[config.mk]
export PLATFORM = sky130hd
export DESIGN_NAME = sspq_ctrl
export DESIGN_NICKNAME = d
export VERILOG_FILES = /design/src/rtl/stable_sorted_priority_queue_core_defines.svh /design/src/rtl/sspq_pkg.sv /design/src/rtl/sspq_ctrl.sv
export SDC_FILE = /design/constraint.sdc
export NUM_CORES = 1
export LEC_CHECK = 0
export CAP_MARGIN = 0
export CORE_AREA = 4 4 41 43
export DETAILED_ROUTE_END_ITERATION = 10
export DIE_AREA = 0 0 45 47
export DONT_BUFFER_PORTS = 1
export GPL_TIMING_DRIVEN = 1
export SLEW_MARGIN = 25
export SYNTH_ARGS = -nofsm -noshare
export SYNTH_HDL_FRONTEND = slang
export SYNTH_SLANG_ARGS = --single-unit
[constraint.sdc]
create_clock -name i_clk -period 3.1 [get_ports i_clk]
set_input_delay 0.62 -clock i_clk [delete_from_list [all_inputs] [get_ports i_clk]]
set_output_delay 0.62 -clock i_clk [all_outputs]
set_load 0.02 [all_outputs]
[src/rtl/stable_sorted_priority_queue_core_defines.svh]
// Assertion macros used by the priority queue datapath (sspq_dp).
`ifndef STABLE_SORTED_PRIORITY_QUEUE_CORE_DEFINES_SVH
`define STABLE_SORTED_PRIORITY_QUEUE_CORE_DEFINES_SVH

`ifndef ASSERT_OFF
// Checked only while out of reset.
`define SSPQ_ASSERT(lbl, prop) \
    lbl: assert property (@(posedge i_clk) disable iff (!i_rst_n) prop) \
        else $error("sspq assertion failed");
// Checked on every edge, reset included.
`define SSPQ_ASSERT_ALWAYS(lbl, prop) \
    lbl: assert property (@(posedge i_clk) prop) \
        else $error("sspq assertion failed");
`else
`define SSPQ_ASSERT(lbl, prop)
`define SSPQ_ASSERT_ALWAYS(lbl, prop)
`endif

`endif

[src/rtl/sspq_pkg.sv]
// Types and constants of the sorted priority queue.
package sspq_pkg;

    localparam int CAPACITY    = 256;
    localparam int KEY_BITS    = 24;
    localparam int HANDLE_BITS = 10;
    localparam int CNT_W       = $clog2(CAPACITY + 1);
    localparam int OCC_W       = 9;

    localparam logic KIND_INSERT = 1'b0;
    localparam logic KIND_REMOVE = 1'b1;

    localparam logic [1:0] ST_INSERTED = 2'd0;
    localparam logic [1:0] ST_REMOVED  = 2'd1;
    localparam logic [1:0] ST_EMPTY    = 2'd2;
    localparam logic [1:0] ST_FULL     = 2'd3;

    // controller -> datapath
    typedef struct packed {
        logic       load;
        logic       compare;
        logic       insert;
        logic       remove;
        logic       emit;
        logic [1:0] code;
    } t_cmd;

    // datapath -> controller
    typedef struct packed {
        logic kind;
        logic full;
        logic empty;
    } t_sts;

endpackage

[src/rtl/sspq_ctrl.sv]
// Request sequencer: accept, compare, update, result handshake.
module sspq_ctrl (
    input  logic           i_clk,
    input  logic           i_rst_n,
    input  logic           i_in_valid,
    output logic           o_in_ready,
    output logic           o_out_valid,
    input  logic           i_out_ready,
    input  sspq_pkg::t_sts i_sts,
    output sspq_pkg::t_cmd o_cmd
);
    import sspq_pkg::*;

    localparam logic [1:0] S_IDLE = 2'd0;
    localparam logic [1:0] S_CMP  = 2'd1;
    localparam logic [1:0] S_UPD  = 2'd2;

    logic [1:0] r_state, n_state;
    logic       r_out_valid, n_out_valid;
    logic       w_accept;

    // no request is taken while reset is held
    assign o_in_ready  = i_rst_n && (r_state == S_IDLE) && (!r_out_valid || i_out_ready);
    assign w_accept    = i_in_valid && o_in_ready;
    assign o_out_valid = r_out_valid;

    always_comb begin
        n_state = r_state;
        unique case (r_state)
            S_IDLE:  if (w_accept) n_state = S_CMP;
            S_CMP:   n_state = S_UPD;
            S_UPD:   n_state = S_IDLE;
            default: n_state = S_IDLE;
        endcase
    end

    assign n_out_valid = (r_out_valid && !i_out_ready) || (r_state == S_UPD);

    always_comb begin
        o_cmd         = '0;
        o_cmd.load    = w_accept;
        o_cmd.compare = (r_state == S_CMP);
        o_cmd.emit    = (r_state == S_UPD);
        if (i_sts.kind == KIND_INSERT) begin
            o_cmd.insert = (r_state == S_UPD) && !i_sts.full;
            o_cmd.code   = i_sts.full ? ST_FULL : ST_INSERTED;
        end else begin
            o_cmd.remove = (r_state == S_UPD) && !i_sts.empty;
            o_cmd.code   = i_sts.empty ? ST_EMPTY : ST_REMOVED;
        end
    end

    always_ff @(posedge i_clk) begin
        if (!i_rst_n) begin
            r_state     <= S_IDLE;
            r_out_valid <= 1'b0;
        end else begin
            r_state     <= n_state;
            r_out_valid <= n_out_valid;
        end
    end

endmodule

==> reports/metrics.yaml, run 1 <==
p_clk_frac: 0.516
switching_share: 0.2576
p_int_mw: 0.09524
drt_iter0_markers: 0
worstHoldPathType: "flip-flop to flip-flop"
post_cts_buffers: 0
synth_xor_area_frac: 0
rsz0062_at_grt: "no"
cts.sink_count: 3
synth_cell_types: 11
overflow: 0
synthMuxAreaShare: 0
p_seq_frac: 0.334
leakage_nw: 0.09502
slew_headroom: 0.5672
syn_nets: 31
fin_skew_ns: 0.001085
final.period_utilization: 0.6176
crit_path_start: "o_out_valid$_SDFF_PN0_"
cp.arrival_ns: 1.29
switchingPower_mw: 0.03305
syn-cell-area_sq_um: 185.2
drv_cap: 0
clockRootBuffer: "clkbuf_4"
reg2regPathDepth: 2
fin_tns_setup_ns: 0
worst_slew_pin_slew_ns: 0.6443
cts_max_path_buffers: 2
post_cts_resized: 0
whs_path_depth: 1
via_per_inst: 3.976
ir_worst_vdd_mv: 0.1728
crit_required_ns: 2.48
cts_tree: "built"
crit_type: "flip-flop to primary output"
clk_latency_ns: 0.23
core_sq_um: 1301
r2r_setup_slack_ns: 2.17
clkTransAtPathRegs_ns: 0.03
cts_hold_buf: 0
yosys.area_share.simple: 0.5135
postRouteAntennaNets: 0
dieArea_sq_um: 2115
period_minus_slack_ns: 1.915
hpwl_microns: 362.9
tritoncts.num_buffers: 3
area_growth_pct: 20.27
p_comb_frac: 0.150
gp_congestion: 0.5854
power_density_nw_per_um2: 576.0
cts_max_level: 1
grt_pass1_vias: 145
initial_core_util: 0.1423
first_pass_iters: 1
diodes: 0
drcViolationCount: 0
setup.worst_path.end: "o_in_ready"
crit_path_max_fanout: 3
synthesis.instances: 24
rows: 13
drive_above_1_share: 0.1852
fmax_ghz: 0.5223
synth_top_family_by_area: "simple AND/OR/NAND/NOR gates"
grt_max_degree: 6
drv_slew: 0
final_util: 0.1712
antenna_found_initial: 0
vias: 167
synth_compound_area_frac: 0.04054
synthAdderAreaFrac: 0
die_h_microns: 47
io_pins: 16
hold_viol_final: 0
fp.dieW_microns: 45
io_buffer_count: 0
final_nets: 35
reg2reg_to: "r_state[0]$_SDFFE_PN0P_"
r2r_start: "o_out_valid$_SDFF_PN0_"
status: "completed"
synth-seq-area-share: 0.3243
syn_area_per_cell_sq_um: 7.716
yosys_warnings: 0
total_power_mw: 0.1283
totalWireLength_microns: 415
setup_viol: 0
grt_use_total: 0.04571
crit_path_start_kind: "flip-flop"
cp-end-kind: "primary output"
ys_seq_elements: 3
wl_per_cell_microns: 9.881
grt_pass1_wl_microns: 565
==> metal layers <==
| layer | up-vias | global-route usage | routed length [microns] |
|---|---|---|---|
| li1 | 81 | - | - |
| met1 | 73 | 0.03386 | 155 |
| met2 | 13 | 0.06215 | 180 |
| met3 | 0 | 0.06897 | 78 |
| met4 | 0 | 0.01754 | 0 |
| met5 | - | 0 | 0 |
==> cell type report <==
cell class | instances | area [sq um]
inverter | 2 | 7.507
clock buffer | 4 | 26.28
sequential | 3 | 60.06
timing repair buffer | 1 | 7.507
tap | 15 | 18.77
multi-input combinational | 17 | 102.6
fill | 153 | 1079
==> cells in the mapped netlist <==
| master | instances | area, sq um |
|---|---|---|
| a21boi_1 | 1 | 7.510 |
| buf_4 | 2 | 15.01 |
| dfxtp_1 | 3 | 60.06 |
| inv_1 | 2 | 7.510 |
| nand2_1 | 3 | 11.26 |
| nand2b_1 | 4 | 25.02 |
| nand2b_4 | 1 | 13.76 |
| nor2_1 | 3 | 11.26 |
| nor2b_1 | 1 | 6.260 |
| nor3_1 | 2 | 10.01 |
| nor4b_1 | 2 | 17.52 |
==> power by group through the flow <==
stage | Clock, mW | Sequential, mW | Combinational (mW)
final | 0.0662 | 0.0429 | 0.0193
after detailed placement | 0 | 0.0434 | 0.0196
after global routing | 0.0748 | 0.0433 | 0.0209
after global placement | 0 | 0.0434 | 0.0193
after CTS | 0.0703 | 0.0428 | 0.0196
after floorplan | 0 | 0.0431 | 0.0190
==> kinds of logic after synthesis <==
kind of cell / count (synthesis)
flops: 3
simple gates: 16
buf+inv: 4
compound gates: 1
==> how the worst min path moves through the flow <==
stage | from | end | slack, ns
final | r_state[0]$_SDFFE_PN0P_ | r_state[0]$_SDFFE_PN0P_ | 0.49
after global placement | r_state[0]$_SDFFE_PN0P_ | r_state[1]$_SDFFE_PN0P_ | 0.49
after CTS | r_state[0]$_SDFFE_PN0P_ | r_state[0]$_SDFFE_PN0P_ | 0.49
after detailed placement | r_state[0]$_SDFFE_PN0P_ | r_state[0]$_SDFFE_PN0P_ | 0.49
after floorplan | r_state[0]$_SDFFE_PN0P_ | r_state[0]$_SDFFE_PN0P_ | 0.46
after global routing | i_rst_n | r_state[1]$_SDFFE_PN0P_ | 0.53
==> registers in the layout, summed over array words and instances, names as in the netlist <==
| register | flops |
|---|---|
| r_state | 2 |
| o_out_valid | 1 |
==> through the flow <==
step	cell area [sq um]	hold WS, ns	setup WS, ns	cells
2_1_floorplan	185.2	0.4572	1.316	24
3_3_place_gp	196.4	0.4872	1.280	38
3_5_place_dp	196.4	0.4881	1.264	38
4_1_cts	222.7	0.4937	1.158	42
5_1_grt	222.7	0.5308	1.082	42
6_report	222.7	0.4936	1.185	42
==> worst max-delay path: stages, from the launching register on <==
cell and delay, ns:
dfxtp_1 0.37, nor2b_1 0.19, nor3_1 0.50
==> layout by cell type (no fill, tap or decap) <==
master / count
inv_1: 2
clkbuf_4: 3
clkbuf_1: 1
a21boi_1: 1
buf_4: 1
nor3_1: 2
nor2_1: 3
nand2b_1: 4
nor2b_1: 1
dfxtp_1: 3
nand2b_4: 1
nand2_1: 3
nor4b_1: 2
No activity file was read; power rests on OpenSTA's default activity.
==> inputs of run 2 (changes only) <==
==> constraint.sdc (replaced) <==
create_clock -name i_clk -period 1.6 [get_ports i_clk]
set_input_delay 0.32 -clock i_clk [delete_from_list [all_inputs] [get_ports i_clk]]
set_output_delay 0.32 -clock i_clk [all_outputs]
set_load 0.02 [all_outputs]
==> run 2 against run 1 <==
Register-to-register slack got worse by 1.4 ns. Combinational power increased by 130%. Global-route usage grew 0.40 points. Sequential power is 91% higher. Utilization rose by 1.7 points. Sequential share of layout area fell by 2.5 points. Largest cell class unchanged.
==> reports/metrics.yaml, run 2 (synthesized netlist as in run 1, its figures left out) <==
status: "completed"
die_h_microns: 47  # unchanged
io_buffer_count: 0  # unchanged
worst_slew_pin_slew_ns: 0.4126  # -0.2317 ns
drv_cap: 0  # unchanged
largest_reg_flops: 2  # unchanged
via_per_inst: 3.933  # -1.1%
first_pass_iters: 2  # +1
drive_above_1_share: 0.2667  # +0.08148
clk_latency_ns: 0.24  # about the same
whs_path_depth: 2  # +1
post_cts_resized: 0  # unchanged
post_cts_buffers: 0  # unchanged
crit_family: "simple AND/OR/NAND/NOR gates"
initial_core_util: 0.1423  # unchanged
total_power_mw: 0.2610  # +100%
final.period_utilization: 0.9207
gp_congestion: 0.5556  # -5.1%
reg2regPathDepth: 2  # unchanged
drv_slew: 0  # unchanged
overflow: 0  # unchanged
antenna_found_initial: 0  # unchanged
fin_skew_ns: 0.0003237  # -0.0007618 ns
totalWireLength_microns: 448  # +8.0%
grt_use_total: 0.04972  # +0.004018
core_sq_um: 1301  # unchanged
grt_max_degree: 6  # unchanged
placed_area_sq_um: 219.0  # +11%
hold_ws_ns: 0.2252  # -0.2684 ns
final_cell_mix: "nand2b_1, buf_4"
power_density_nw_per_um2: 1064  # +85%
vias: 177  # +6.0%
cp_cell_sequence: "nor2b_1, nor4b_1, buf_4"
min_from: "i_rst_n"
cts_max_path_buffers: 2  # unchanged
fp.dieW_microns: 45  # unchanged
regMostFlops: "r_state"
final_cell_area_sq_um: 245.2  # +10%
hold_viol_final: 0  # unchanged
ir_worst_vdd_mv: 0.3136  # +81%
leakage_nw: 0.1108  # +17%
reg2reg_to: "r_state[0]$_SDFFE_PN0P_"
worstHoldPathType: "input pin to flip-flop"
final_util: 0.1885  # +0.01731
drcViolationCount: 0  # unchanged
pre_cts_slack_ns: 0.3614  # -0.9031 ns
crit_path_max_fanout: 3  # unchanged
clockRootBuffer: "clkbuf_4"
holdPathEnd: "r_state[1]$_SDFFE_PN0P_"
setup_viol: 0  # unchanged
fin_tns_setup_ns: 0  # unchanged
cts_max_level: 1  # unchanged
dpl.cell_count: 41  # +7.9%
fin_cells: 45  # +7.1%
cts.sink_count: 3  # unchanged
tritoncts.num_buffers: 3  # unchanged
cp.buffers_inverters: 1  # +1
cp.arrival_ns: 1.15  # -0.14 ns
slew_headroom: 0.7239  # +0.1568
cp-end-kind: "primary output"
rows: 13  # unchanged
io_pins: 16  # unchanged
crit_path_start_kind: "flip-flop"
rsz0062_at_grt: "no"
r2r_start: "o_out_valid$_SDFF_PN0_"
final_nets: 38  # +8.6%
crit_required_ns: 1.28  # -1.20 ns
r2r_setup_slack_ns: 0.81  # -1.36 ns
drt_iter0_markers: 3  # +3
wl_per_cell_microns: 9.956  # +0.76%
setup_ws_ns: 0.1268  # -1.059 ns
diodes: 0  # unchanged
cts_tree: "built"
area_growth_pct: 32.43
period_minus_slack_ns: 1.473
cp_slowest_stage_delay_ns: 0.30  # -0.20 ns
postRouteAntennaNets: 0  # unchanged
hpwl_microns: 359.6  # -0.91%
crit_path_top_delay_cell: "dfxtp_1"
grt_pass1_wl_microns: 600  # +6.2%
crit_type: "flip-flop to primary output"
grt_pass1_vias: 144  # -0.69%
fmax_ghz: 0.6788
cts_hold_buf: 0  # unchanged
clkTransAtPathRegs_ns: 0.04  # about the same
dieArea_sq_um: 2115  # unchanged
==> run 2: report_power, final <==
group	leakage, nW	switching, mW	internal, mW	total, mW
Combinational	0.0713	0.0269	0.0165	0.0435
Clock	0.0150	0.0421	0.0936	0.136
Sequential	0.0246	0.00307	0.0788	0.0819
==> run 2: layer usage <==
metal	routed length (microns)	GRT usage	vias up	part of all wire
li1	-	-	86	-
met1	162	0.04082	76	0.36
met2	182	0.05932	15	0.41
met3	103	0.06897	0	0.23
met4	0	0.03509	0	0
met5	0	0	-	0
==> run 2: area by class of cell <==
| class | count | area, sq um |
|---|---|---|
| flip-flops and latches | 3 | 60.06 |
| repair buffers | 4 | 30.03 |
| clock buffers | 4 | 26.28 |
| well taps | 15 | 18.77 |
| inverters | 2 | 7.507 |
| fillers | 159 | 1056 |
| multi-input cells | 17 | 102.6 |
==> run 2: worst max-delay path by stage <==
stage	start	endpoint	slack, ns	depth (start not counted)
final	o_out_valid$_SDFF_PN0_	o_cmd[6]	0.13	3
after global placement	o_out_valid$_SDFF_PN0_	o_cmd[6]	0.36	3
after global routing	o_out_valid$_SDFF_PN0_	o_cmd[6]	0.007	3
after detailed placement	o_out_valid$_SDFF_PN0_	o_cmd[6]	0.36	3
after floorplan	o_out_valid$_SDFF_PN0_	o_in_ready	0.28	2
after CTS	o_out_valid$_SDFF_PN0_	o_cmd[6]	0.10	3
